--- config.mk ---
export PLATFORM = sky130hd
export DESIGN_NAME = sensor_frame_decimal_formatter
export DESIGN_NICKNAME = d
export VERILOG_FILES = /design/src/hdl/sfdf_pkg.sv /design/src/hdl/sfdf_front.sv /design/src/hdl/sfdf_queue.sv /design/src/hdl/sfdf_back.sv /design/src/hdl/sensor_frame_decimal_formatter.sv
export SDC_FILE = /design/constraint.sdc
export NUM_CORES = 1
export LEC_CHECK = 0
export BUFFER_PORTS_ARGS = -buffer_cell sky130_fd_sc_hd__buf_2
export CORE_ASPECT_RATIO = 0.5
export CORE_MARGIN = 1
export CORE_UTILIZATION = 42
export DETAILED_ROUTE_END_ITERATION = 8
export PLACE_DENSITY = 0.69
export SLEW_MARGIN = 20
export SYNTH_ARGS = -nofsm -noshare
export SYNTH_HDL_FRONTEND = slang
export SYNTH_SLANG_ARGS = --single-unit
--- constraint.sdc ---
create_clock -name clk_i -period 12.7 [get_ports clk_i]
set_input_delay 0.635 -clock clk_i [delete_from_list [all_inputs] [get_ports clk_i]]
set_output_delay 0.635 -clock clk_i [all_outputs]
set_load 0.005 [all_outputs]
--- src/hdl/sfdf_pkg.sv ---
// Shared types, constants and helper functions of the sensor frame decimal formatter.
package sfdf_pkg;

  // Frame geometry
  localparam int FRAME_LEN   = 50;
  localparam int SYNC_WINDOW = 5;
  localparam int NUM_READ    = 3;
  localparam int POS_W       = 6;
  localparam int QUEUE_DEPTH = 2;

  localparam logic [POS_W-1:0] POS_MAX   = {POS_W{1'b1}};
  localparam logic [POS_W-1:0] POS_SYNC  = POS_W'(SYNC_WINDOW);
  localparam logic [POS_W-1:0] OFF_LAST  = POS_W'(FRAME_LEN - 1);
  localparam logic [POS_W-1:0] OFF_START = POS_W'(2);

  // Byte values
  localparam logic [7:0] SYNC_HI     = 8'hEF;
  localparam logic [7:0] SYNC_LO     = 8'hFE;
  localparam logic [7:0] SUM_SEED    = 8'(SYNC_HI + SYNC_LO);
  localparam logic [7:0] TAG_LEAD    = 8'h22;
  localparam logic [7:0] TAG_ZERO    = 8'h00;
  localparam logic [7:0] TAG_LEN     = 8'h02;
  localparam logic [7:0] ASCII_ZERO  = 8'h30;
  localparam logic [7:0] ASCII_MINUS = 8'h2D;
  localparam logic [7:0] ASCII_POINT = 8'h2E;
  localparam logic [7:0] ASCII_PCT   = 8'h25;
  localparam logic [7:0] ASCII_COMMA = 8'h2C;

  // Reading slots
  localparam logic [1:0] K_TEMP = 2'd0;
  localparam logic [1:0] K_HUM  = 2'd1;
  localparam logic [1:0] K_CO2  = 2'd2;
  localparam logic [1:0] K_END  = 2'(NUM_READ);

  // Decimal digits of a 16-bit magnitude
  localparam logic [2:0] LAST_DIGIT = 3'd4;

  typedef enum logic [1:0] {
    KIND_TEXT  = 2'd0,
    KIND_DONE  = 2'd1,
    KIND_CSUM  = 2'd2,
    KIND_NOHDR = 2'd3
  } kind_e;

  typedef enum logic [2:0] {
    B_IDLE,
    B_NEXT,
    B_SIGN,
    B_DIV,
    B_DIGIT,
    B_PCT,
    B_COMMA,
    B_STATUS
  } back_state_e;

  // One queued job: status kind plus the readings to print
  typedef struct packed {
    kind_e                      kind;
    logic [NUM_READ-1:0]        show;
    logic [NUM_READ-1:0][15:0]  value;
  } job_t;

  typedef struct packed {
    logic full;
    logic empty;
  } q_status_t;

  function automatic logic [POS_W-1:0] tag_base(input logic [1:0] k);
    case (k)
      K_TEMP:  tag_base = POS_W'(6);
      K_HUM:   tag_base = POS_W'(12);
      K_CO2:   tag_base = POS_W'(24);
      default: tag_base = POS_W'(6);
    endcase
  endfunction

  function automatic logic [7:0] tag_id(input logic [1:0] k);
    case (k)
      K_TEMP:  tag_id = 8'h01;
      K_HUM:   tag_id = 8'h03;
      K_CO2:   tag_id = 8'h06;
      default: tag_id = 8'h01;
    endcase
  endfunction

  function automatic logic [13:0] pow10(input logic [2:0] idx);
    case (idx)
      3'd0:    pow10 = 14'd10000;
      3'd1:    pow10 = 14'd1000;
      3'd2:    pow10 = 14'd100;
      3'd3:    pow10 = 14'd10;
      default: pow10 = 14'd1;
    endcase
  endfunction

endpackage

--- src/hdl/sfdf_front.sv ---
// Front end: takes response bytes, finds the frame, checks the sum and captures readings.
module sfdf_front import sfdf_pkg::*; (
  input  logic       clk_i,
  input  logic       rst_ni,
  input  logic       in_valid_i,
  output logic       in_ready_o,
  input  logic [7:0] rx_byte_i,
  input  logic       first_i,
  input  q_status_t  q_status_i,
  output logic       push_o,
  output job_t       job_o
);

  logic [POS_W-1:0]          pos_q, pos_d;
  logic [POS_W-1:0]          off_q, off_d;
  logic                      hdr_q, hdr_d;
  logic [7:0]                prior_q, prior_d;
  logic [7:0]                sum_q, sum_d;
  logic [NUM_READ-1:0][15:0] val_q, val_d;
  logic [NUM_READ-1:0][3:0]  flag_q, flag_d;
  logic                      done_q, done_d;
  logic                      in_fire;

  assign in_ready_o = !q_status_i.full;
  assign in_fire    = in_valid_i && in_ready_o;

  // Classify the byte and work out the next response state
  always_comb begin
    logic [POS_W-1:0] base;
    logic [POS_W-1:0] rel;
    logic [7:0]       want;
    pos_d   = pos_q;
    off_d   = off_q;
    hdr_d   = hdr_q;
    prior_d = prior_q;
    sum_d   = sum_q;
    val_d   = val_q;
    flag_d  = flag_q;
    done_d  = done_q;
    push_o  = 1'b0;
    job_o   = '0;
    base    = '0;
    rel     = '0;
    want    = '0;
    if (in_fire) begin
      // A first byte restarts the response
      if (first_i) begin
        pos_d  = '0;
        off_d  = '0;
        hdr_d  = 1'b0;
        sum_d  = '0;
        val_d  = '0;
        flag_d = '0;
        done_d = 1'b0;
      end
      if (!done_d) begin
        if (!hdr_d) begin
          if (pos_d >= POS_W'(1) && pos_d <= POS_SYNC && prior_q == SYNC_HI &&
              rx_byte_i == SYNC_LO) begin
            hdr_d = 1'b1;
            sum_d = SUM_SEED;
            off_d = OFF_START;
          end else if (pos_d >= POS_SYNC) begin
            push_o     = 1'b1;
            job_o.kind = KIND_NOHDR;
            done_d     = 1'b1;
          end
        end else if (off_d < OFF_LAST) begin
          sum_d = sum_d + rx_byte_i;
          for (int k = 0; k < NUM_READ; k++) begin
            base = tag_base(2'(k));
            rel  = off_d - base;
            if (off_d >= base && rel < POS_W'(4)) begin
              case (rel[1:0])
                2'd0:    want = TAG_LEAD;
                2'd1:    want = TAG_ZERO;
                2'd2:    want = tag_id(2'(k));
                default: want = TAG_LEN;
              endcase
              if (rx_byte_i == want) begin
                flag_d[k][rel[1:0]] = 1'b1;
              end
            end else if (off_d >= base && rel == POS_W'(4)) begin
              val_d[k][15:8] = rx_byte_i;
            end else if (off_d >= base && rel == POS_W'(5)) begin
              val_d[k][7:0] = rx_byte_i;
            end
          end
          off_d = off_d + POS_W'(1);
        end else begin
          push_o      = 1'b1;
          job_o.kind  = (rx_byte_i == sum_d) ? KIND_DONE : KIND_CSUM;
          job_o.value = val_d;
          for (int k = 0; k < NUM_READ; k++) begin
            job_o.show[k] = (flag_d[k] == 4'hF);
          end
          done_d = 1'b1;
        end
        prior_d = rx_byte_i;
        if (pos_d != POS_MAX) begin
          pos_d = pos_d + POS_W'(1);
        end
      end
    end
  end

  // Hold the response state
  always_ff @(posedge clk_i or negedge rst_ni) begin
    if (!rst_ni) begin
      pos_q   <= '0;
      off_q   <= '0;
      hdr_q   <= 1'b0;
      prior_q <= '0;
      sum_q   <= '0;
      val_q   <= '0;
      flag_q  <= '0;
      done_q  <= 1'b1;
    end else begin
      pos_q   <= pos_d;
      off_q   <= off_d;
      hdr_q   <= hdr_d;
      prior_q <= prior_d;
      sum_q   <= sum_d;
      val_q   <= val_d;
      flag_q  <= flag_d;
      done_q  <= done_d;
    end
  end

endmodule

--- src/hdl/sfdf_queue.sv ---
// Two-entry job queue between the front end and the formatter.
module sfdf_queue import sfdf_pkg::*; (
  input  logic      clk_i,
  input  logic      rst_ni,
  input  logic      push_i,
  input  job_t      job_i,
  input  logic      pop_i,
  output job_t      job_o,
  output q_status_t status_o
);

  job_t       mem_q [QUEUE_DEPTH];
  logic       wr_ptr_q;
  logic       rd_ptr_q;
  logic [1:0] count_q;

  assign job_o           = mem_q[rd_ptr_q];
  assign status_o.full   = (count_q == 2'(QUEUE_DEPTH));
  assign status_o.empty  = (count_q == 2'd0);

  // Store pushed jobs
  always_ff @(posedge clk_i) begin
    if (push_i && !status_o.full) begin
      mem_q[wr_ptr_q] <= job_i;
    end
  end

  // Advance pointers and occupancy
  always_ff @(posedge clk_i or negedge rst_ni) begin
    if (!rst_ni) begin
      wr_ptr_q <= 1'b0;
      rd_ptr_q <= 1'b0;
      count_q  <= 2'd0;
    end else begin
      if (push_i && !status_o.full) begin
        wr_ptr_q <= !wr_ptr_q;
      end
      if (pop_i && !status_o.empty) begin
        rd_ptr_q <= !rd_ptr_q;
      end
      count_q <= count_q + 2'(push_i && !status_o.full) - 2'(pop_i && !status_o.empty);
    end
  end

endmodule

--- src/hdl/sfdf_back.sv ---
// Back end: turns queued jobs into decimal text and status transactions.
module sfdf_back import sfdf_pkg::*; (
  input  logic       clk_i,
  input  logic       rst_ni,
  input  job_t       job_i,
  input  q_status_t  q_status_i,
  output logic       pop_o,
  output logic       out_valid_o,
  input  logic       out_ready_i,
  output logic [7:0] text_char_o,
  output kind_e      kind_o,
  output logic       last_o
);

  back_state_e state_q, state_d;
  job_t        job_q, job_d;
  logic [1:0]  k_q, k_d;
  logic [15:0] mag_q, mag_d;
  logic        neg_q, neg_d;
  logic [2:0]  idx_q, idx_d;
  logic [3:0]  cnt_q, cnt_d;
  logic        started_q, started_d;
  logic        pt_q, pt_d;

  logic        ov_q;
  logic [7:0]  och_q;
  kind_e       okind_q;
  logic        olast_q;

  logic        emit;
  logic [7:0]  emit_ch;
  kind_e       emit_kind;
  logic        emit_last;
  logic        show_digit;
  logic        point_now;
  logic        slot_free;
  logic        go;
  logic [15:0] sel_val;

  assign slot_free  = !ov_q || out_ready_i;
  assign show_digit = (cnt_q != 4'd0) || started_q || (idx_q == LAST_DIGIT);
  assign point_now  = (idx_q == LAST_DIGIT) && (k_q != K_CO2) && !pt_q;
  assign go         = !emit || slot_free;

  // Pick the reading of the current slot
  always_comb begin
    case (k_q)
      K_TEMP:  sel_val = job_q.value[0];
      K_HUM:   sel_val = job_q.value[1];
      K_CO2:   sel_val = job_q.value[2];
      default: sel_val = '0;
    endcase
  end

  // Character or status each state offers
  always_comb begin
    emit      = 1'b0;
    emit_ch   = '0;
    emit_kind = KIND_TEXT;
    emit_last = 1'b0;
    case (state_q)
      B_SIGN: begin
        emit    = neg_q;
        emit_ch = ASCII_MINUS;
      end
      B_DIGIT: begin
        if (point_now) begin
          emit    = 1'b1;
          emit_ch = ASCII_POINT;
        end else begin
          emit    = show_digit;
          emit_ch = ASCII_ZERO + {4'd0, cnt_q};
        end
      end
      B_PCT: begin
        emit    = (k_q == K_HUM);
        emit_ch = ASCII_PCT;
      end
      B_COMMA: begin
        emit    = 1'b1;
        emit_ch = ASCII_COMMA;
      end
      B_STATUS: begin
        emit      = 1'b1;
        emit_kind = job_q.kind;
        emit_last = 1'b1;
      end
      default: begin
        emit = 1'b0;
      end
    endcase
  end

  // Sequence the formatting steps
  always_comb begin
    state_d   = state_q;
    job_d     = job_q;
    k_d       = k_q;
    mag_d     = mag_q;
    neg_d     = neg_q;
    idx_d     = idx_q;
    cnt_d     = cnt_q;
    started_d = started_q;
    pt_d      = pt_q;
    pop_o     = 1'b0;
    case (state_q)
      B_IDLE: begin
        if (!q_status_i.empty) begin
          pop_o   = 1'b1;
          job_d   = job_i;
          k_d     = K_TEMP;
          state_d = (job_i.kind == KIND_DONE) ? B_NEXT : B_STATUS;
        end
      end
      B_NEXT: begin
        if (k_q == K_END) begin
          state_d = B_STATUS;
        end else if (job_q.show[k_q]) begin
          neg_d     = sel_val[15];
          mag_d     = sel_val[15] ? (16'd0 - sel_val) : sel_val;
          idx_d     = '0;
          cnt_d     = '0;
          started_d = 1'b0;
          pt_d      = 1'b0;
          state_d   = B_SIGN;
        end else begin
          k_d = k_q + 2'd1;
        end
      end
      B_SIGN: begin
        if (go) begin
          state_d = B_DIV;
        end
      end
      B_DIV: begin
        // One subtraction of the current power of ten per cycle
        if (mag_q >= {2'b00, pow10(idx_q)}) begin
          mag_d = mag_q - {2'b00, pow10(idx_q)};
          cnt_d = cnt_q + 4'd1;
        end else begin
          state_d = B_DIGIT;
        end
      end
      B_DIGIT: begin
        if (go) begin
          if (point_now) begin
            pt_d = 1'b1;
          end else begin
            started_d = started_q || show_digit;
            cnt_d     = '0;
            if (idx_q == LAST_DIGIT) begin
              state_d = B_PCT;
            end else begin
              idx_d   = idx_q + 3'd1;
              state_d = B_DIV;
            end
          end
        end
      end
      B_PCT: begin
        if (go) begin
          state_d = B_COMMA;
        end
      end
      B_COMMA: begin
        if (go) begin
          k_d     = k_q + 2'd1;
          state_d = B_NEXT;
        end
      end
      B_STATUS: begin
        if (go) begin
          state_d = B_IDLE;
        end
      end
      default: begin
        state_d = B_IDLE;
      end
    endcase
  end

  // Hold formatter state
  always_ff @(posedge clk_i or negedge rst_ni) begin
    if (!rst_ni) begin
      state_q <= B_IDLE;
    end else begin
      state_q <= state_d;
    end
  end

  always_ff @(posedge clk_i) begin
    job_q     <= job_d;
    k_q       <= k_d;
    mag_q     <= mag_d;
    neg_q     <= neg_d;
    idx_q     <= idx_d;
    cnt_q     <= cnt_d;
    started_q <= started_d;
    pt_q      <= pt_d;
  end

  // Output register: load on a free slot, drop once taken
  always_ff @(posedge clk_i or negedge rst_ni) begin
    if (!rst_ni) begin
      ov_q <= 1'b0;
    end else if (emit && slot_free) begin
      ov_q <= 1'b1;
    end else if (out_ready_i) begin
      ov_q <= 1'b0;
    end
  end

  always_ff @(posedge clk_i) begin
    if (emit && slot_free) begin
      och_q   <= emit_ch;
      okind_q <= emit_kind;
      olast_q <= emit_last;
    end
  end

  assign out_valid_o = ov_q;
  assign text_char_o = och_q;
  assign kind_o      = okind_q;
  assign last_o      = olast_q;

endmodule

--- src/hdl/sensor_frame_decimal_formatter.sv ---
// Top level of the sensor frame decimal formatter.
//
// Input stream: one response byte per transaction on s_axis (tdata = byte,
// tuser = first, high on the opening byte of a response). s_axis_tready drops
// only while the two-entry job queue is full.
// The front end finds the EF FE header, sums the frame and captures the three
// tagged readings. At the frame's last byte (or when no header shows up) it
// queues a job for the formatter.
// Output stream: one character or status per transaction on m_axis
// (tdata = ASCII char, tuser = kind, tlast = final result of the response).
// The formatter produces one result per cycle at best; each decimal digit
// is found by repeated subtraction of its power of ten in the subtract loop.
// Status-only jobs (checksum error, no header) go from the queue pop to the
// status state and then into the output register. A stalled m_axis holds the
// output register and the formatter; the front end keeps accepting bytes until
// the queue fills.
// Reset idles the block until a byte with tuser set arrives; no clearing
// pass is needed.
module sensor_frame_decimal_formatter import sfdf_pkg::*; (
  input  logic       clk_i,
  input  logic       rst_ni,
  input  logic       s_axis_tvalid,
  output logic       s_axis_tready,
  input  logic [7:0] s_axis_tdata,   // [7:0] rx_byte
  input  logic       s_axis_tuser,   // [0] first
  output logic       m_axis_tvalid,
  input  logic       m_axis_tready,
  output logic [7:0] m_axis_tdata,   // [7:0] text_char
  output logic [1:0] m_axis_tuser,   // [1:0] kind
  output logic       m_axis_tlast    // last
);

  q_status_t q_status;
  logic      push;
  logic      pop;
  job_t      job_in;
  job_t      job_out;
  kind_e     kind;

  sfdf_front u_front (
    .clk_i      (clk_i),
    .rst_ni     (rst_ni),
    .in_valid_i (s_axis_tvalid),
    .in_ready_o (s_axis_tready),
    .rx_byte_i  (s_axis_tdata),
    .first_i    (s_axis_tuser),
    .q_status_i (q_status),
    .push_o     (push),
    .job_o      (job_in)
  );

  sfdf_queue u_queue (
    .clk_i    (clk_i),
    .rst_ni   (rst_ni),
    .push_i   (push),
    .job_i    (job_in),
    .pop_i    (pop),
    .job_o    (job_out),
    .status_o (q_status)
  );

  sfdf_back u_back (
    .clk_i       (clk_i),
    .rst_ni      (rst_ni),
    .job_i       (job_out),
    .q_status_i  (q_status),
    .pop_o       (pop),
    .out_valid_o (m_axis_tvalid),
    .out_ready_i (m_axis_tready),
    .text_char_o (m_axis_tdata),
    .kind_o      (kind),
    .last_o      (m_axis_tlast)
  );

  assign m_axis_tuser = kind;

  // Final result of a response is exactly the status transaction
  a_last_is_status: assert property (@(posedge clk_i) disable iff (!rst_ni)
    m_axis_tvalid |-> (m_axis_tlast == (m_axis_tuser != KIND_TEXT)))
    else $error("tlast does not match status kind");

  // Status transactions carry no character
  a_status_zero: assert property (@(posedge clk_i) disable iff (!rst_ni)
    (m_axis_tvalid && m_axis_tuser != KIND_TEXT) |-> (m_axis_tdata == 8'd0))
    else $error("status transaction with non-zero data");

  // Front end never pushes into a full queue
  a_no_overflow: assert property (@(posedge clk_i) disable iff (!rst_ni)
    push |-> !q_status.full)
    else $error("job queue overflow");

  // Formatter never pops an empty queue
  a_no_underflow: assert property (@(posedge clk_i) disable iff (!rst_ni)
    pop |-> !q_status.empty)
    else $error("job queue underflow");

endmodule
* Word level (Yosys, flattened, before mapping)
Memories as Yosys holds them, arrays and structs flattened.
Index checks and enable logic that the tools add are counted.
** Word-level totals
- Bits in registers :: 190
- Memory bits (writable) :: 106
- Output and inout port bits :: 13
- Logic and storage cells :: 344
- Memories :: 1
** Operators by class
- Add/sub/neg operators :: 14
- $lt $le $gt $ge :: 18
- Equal/unequal tests :: 54
- Muxes and demuxes :: 162
- Bitwise gates (word level) :: 6
- Reductions and logical operators :: 57
** Memories
- u_queue.mem_q :: words 2, bits a word 53, read ports 1, clocked after memory_dff 0, wr ports 1, line sfdf_queue.sv:12 : job_t mem_q [QUEUE_DEPTH];
** Operator list (number)
- $mux 8 :: 31
- $mux 48 :: 4
- $mux 53 :: 3
- $mux 6 :: 22
- $mux 16 :: 7
- $mux 12 :: 5
- $pmux 14 s4 :: 1
- $pmux 6 s3 :: 3
- $mux 3 :: 17
- $mux 51 :: 1
- $pmux 16 s3 :: 1
- $mux 4 :: 11
- $mux 14 :: 3
- $eq 6x3->1 const B :: 6
- $eq 8x8->1 :: 4
- $mux 1 :: 32
- $pmux 16 s2 :: 1
- $pmux 8 s4 :: 1
- $pmux 3 s8 :: 1
- $logic_and 1x1->1 :: 21
- $ge 6x6->1 :: 3
- $lt 6x3->1 const B :: 3
- $sub 6x6->6 :: 3
- $eq 8x8->1 const B :: 2
- other kinds (51) :: 125

* Depth between registers and ports, before layout
- Depth in word-level cells :: 23
- Gate-level depth with buffers :: 16

* Cells and area by module
A second synthesis with hierarchy kept.
** Unflattened totals
- Cells, all modules :: 1201
- Area total of the unflattened synthesis :: 14532.7 um^2
** Modules (own cells, without submodules)
- sfdf_front :: times used 1, cells each 605, area an instance 5340.1 um^2
- sfdf_back :: times used 1, cells each 411, area an instance 4912.2 um^2
- sfdf_queue :: times used 1, cells each 185, area an instance 4280.4 um^2

* Worst setup path after synthesis
No wires, ideal clock.
- Kind :: in2reg
- From :: input port s_axis_tuser
- To :: memory u_queue.mem_q[0][0] (netlist bit) (enable)
- Library setup time :: 464 ps
- Arrival time :: 5136 ps
- Setup slack :: 7099 ps
- Stages on the path :: 13
- Path buffers :: 5
- Path through :: buf_2 clkbuf_1 clkbuf_1 clkbuf_1 nor2b_1 inv_1 ha_1 buf_2 or3b_1 a21oi_4 a311oi_1 nand2_1 nor2_1
** Between the ends
- Word-level cells in the longest chain between the ends :: 13
** RTL lines
- start, declared :: line sensor_frame_decimal_formatter.sv:25 : input logic s_axis_tuser,
- $mux 6 :: line sfdf_front.sv:47 : if (first_i) begin
- $mux 6 :: line sfdf_front.sv:45 : if (in_fire) begin
- $ge 6x1->1 / $le 6x3->1 (equally long branches) :: line sfdf_front.sv:58 : if (pos_d >= POS_W'(1) && pos_d <= POS_SYNC && prior_q == SYNC_HI &&
- $logic_and 1x1->1 (3 in series) :: line sfdf_front.sv:58
- $mux 1 :: line sfdf_front.sv:58
- $mux 1 :: line sfdf_front.sv:57 : if (!hdr_d) begin
- $mux 1 (*) :: line sfdf_front.sv:56 : if (!done_d) begin
- $mux 1 (*) :: line sfdf_front.sv:45
- $logic_and 1x1->1 (*) :: line sfdf_queue.sv:23 : if (push_i && !status_o.full) begin
- $mux 1 (*) :: line sfdf_queue.sv:23
- $mux 1 (not written as such) (*) :: line sfdf_queue.sv:24 : mem_q[wr_ptr_q] <= job_i;
- end, declared :: line sfdf_queue.sv:12
Mark *: on every way between the ends. The rest lies on a longest branch, timed or not. The select of a mux whose other input is x is not followed.

* Final worst setup path
- From :: input port s_axis_tuser
- To :: memory u_queue.mem_q[0][6] (netlist bit) (enable)
Same word-level chain as after synthesis.

==> run metrics <==
status finished, final reports clean; postcts setup bufs 0; DRC Markers 0; Layout Cells excl Fill ~1,600; commonest non-fill, non-tap cells in the layout edfxtp_1, dfrtp_1, nand2_1; clock buffer count from CTS 28; Core ar. around 32,000 um2; Clock Pin Slew Worst Setup and Hold Paths ~70 ps; post-CTS resize count 0; Avg Cell Area, Syn between 10 and 15 um2; Non-Filler Cell Area, Final between 15,000 and 20,000 um2; final setup fails 0; DP HPWL 20.45 mm; Unique masters post-synth between 70 and 80; Final Power ~0.0034 W; highest clock rate approximately 280 MHz; crit end category register; first-pass GRT wire length 49.46 mm; Mapped Area roughly 14,000 um2; CTS hold repair buffers 0; overall die height ~130 um; standard-cell rows 46; GP Congestion 0.9115; DP Cell Count roughly 1,600; initial antenna violation count 2; Tmin final ~3600 ps; post-route ant nets 0; Max clock buf depth 3; Worst VDD drop about 0.00013 V; IO Port Bufs 23; final net count between 1,000 and 1,500; setup TNS after final layout 0 ps; Yosys reg bits about 290; Max Cap Violations 0; TritonCTS clock tree built; gr usage total 0.1814; RSZ-0062 raised after global routing false; H-tree depth 1; Worst Path Required 12,870 ps; clock share of power 0.255; final worst-path cycle share 0.2845; Startpoint Class input pin; Seq pwr share 0.408; power per cell area around 220 nW/um2; worst slew pin tran 1049 ps; chip width roughly 260 um; Fin Clk Skew 12.17 ps; Slew Limit Headroom 0.2914; worst skew pair latency around 550 ps; most common cell after layout, fill and taps aside edfxtp_1; Sink Count about 290; vias in the first global route 9,107; Int Pwr about 0.0023 W; crit-path max FO between 50 and 60; sequential share of the synthesized area 0.5934; LEAKAGE 5.751 nW; gr ovfl total 0; I/O Pins 26; Post-synth EDFFs about 200; warning count from the yosys run 0; detailed-route vias per instance between 5 and 6; Final Max Tran Viols 0; Psw around 0.0012 W; ys async rst share 0.3333; DR vias 9,170; Die ar. ~34,000 um2; synthesized netlist cell count 1,149; sw frac 0.3430; HP Class input pin to async pin; top_reg_cell synth edfxtp_1; largest net degree at the start of global routing 70; Fin. Hold Viols 0; dpl cell area between 10,000 and 15,000 um2; Fill cells approximately 2,800; initial core utilization 0.4352; per-cell routed wire length about 19 um; root buffer cell clkbuf_16; Critical Path AT 3790 ps; area delta synth->final 10.53%; Comb pwr share 0.337; Pre-Repair DR Iteration Count 7; critical path type input pin to register; Routed WL roughly 31 mm; proportion of layout cells with a drive suffix above 1 0.1311; 1st-iter DRT viols between 800 and 900
==> power groups by stage <==
stage	clock network (W)	logic, W	registers (W)
after CTS	0.000893	0.00116	0.00140
final	0.000876	0.00116	0.00140
after floorplan	0	0.000886	0.00138
after detailed placement	0	0.00115	0.00142
after global routing	0.000928	0.00129	0.00142
after global placement	0	0.00111	0.00141
==> logic make-up (layout without fill, tap and decap cells) <==
family	Yosys count	in the layout	share of synthesized area
compound gates	247	247	0.1234
fa+ha+maj	47	47	0.04291
flops	294	294	0.5934
other cells	1	3	0.0002668
xor+xnor	48	48	0.02992
simple gates	353	353	0.1328
mux	60	60	0.04754
buf+inv	99	124	0.02973
==> per-layer routing <==
| layer | GRT usage | up-vias | share of wire |
|---|---|---|---|
| met5 | 0 | - | 0.00026 |
| met4 | 0.04678 | 2 | 0.019 |
| met3 | 0.03356 | 50 | 0.054 |
| met2 | 0.2831 | 272 | 0.46 |
| met1 | 0.2595 | 4551 | 0.47 |
| li1 | - | 4295 | - |
==> critical path: stages <==
cell and delay (ps):
buf_2 100, buf_4 260, nor2b_1 330, inv_1 110, ha_1 300, or3b_1 280
a21oi_4 120, a311oi_1 540, nand2_1 330, nor2_4 140, buf_4 610
==> sequential cells by signal, summed over array words and instances, names as in the netlist, 2 cells and up <==
signal / count
u_front.sum_q: 8
u_front.off_q: 6
u_queue.mem_q: 106
u_back.cnt_q: 4
u_front.pos_q: 6
u_front.prior_q: 8
u_back.state_q: 3
u_back.mag_q: 16
u_back.kind_o: 2
u_back.k_q: 2
u_front.val_q: 48
u_queue.count_q: 2
u_back.idx_q: 3
u_back.job_q: 53
u_back.text_char_o: 6
u_front.flag_q: 12
==> synth_stat cells (all sizes together) (9+ instances only) <==
library cell | number | area share
ha | 45 | 0.040
nor2 | 60 | 0.017
buf | 19 | 0.0083
nand2b | 9 | 0.0040
nand2 | 96 | 0.026
xor2 | 27 | 0.017
mux2 | 54 | 0.043
a222oi | 16 | 0.011
edfxtp | 196 | 0.42
a31oi | 9 | 0.0040
clkbuf | 41 | 0.011
a21oi | 38 | 0.014
a22o | 34 | 0.021
dfrtp | 97 | 0.17
nor3 | 23 | 0.0097
nor2b | 24 | 0.011
nand4 | 15 | 0.0067
o22ai | 10 | 0.0045
xnor2 | 21 | 0.013
and2 | 59 | 0.026
nor4 | 9 | 0.0051
o21ai | 65 | 0.023
nand3 | 17 | 0.0061
inv | 37 | 0.0099
==> per-stage QoR <==
step                      hold WS, ps  setup WS, ps  utilization
after CTS                       5.138          9189       0.4810
after floorplan                 339.4          7100            -
final                           6.540          9087       0.4811
after detailed placement        464.4          8619       0.4507
after global placement          455.4          8753       0.4506
after global routing            26.30          8952       0.4810
==> worst paths after layout <==
path / endpoint / slack [ps] / from / cells after the start
min reg2reg: u_front.flag_q[4] / 480 / u_front.flag_q[4] / 2
max: u_queue.mem_q[0][6] / 9090 / s_axis_tuser / 11
max reg2reg: u_queue.mem_q[0][6] / 9160 / u_front.off_q[1] / 9
min: u_back.state_q[0] / 7 / rst_ni / 1
max in group asynchronous: u_front.val_q[37] / 11390 / rst_ni / 2
min in group clk_i: u_back.out_valid_o / 380 / m_axis_tready / 3
==> layout make-up <==
class,instances,area [um2],share of cell area
well taps,432,540.5,0.03480
multi-input cells,757,5334,0.3434
flip-flops and latches,294,8341,0.5369
inverters,39,146.4,0.009424
repair buffers,33,192.7,0.01240
clock buffers,40,797.0,0.05131
diodes,1,2.502,0.0001611
clock inverters,12,180.2,0.01160
No activity file was read; power rests on OpenSTA's default activity.
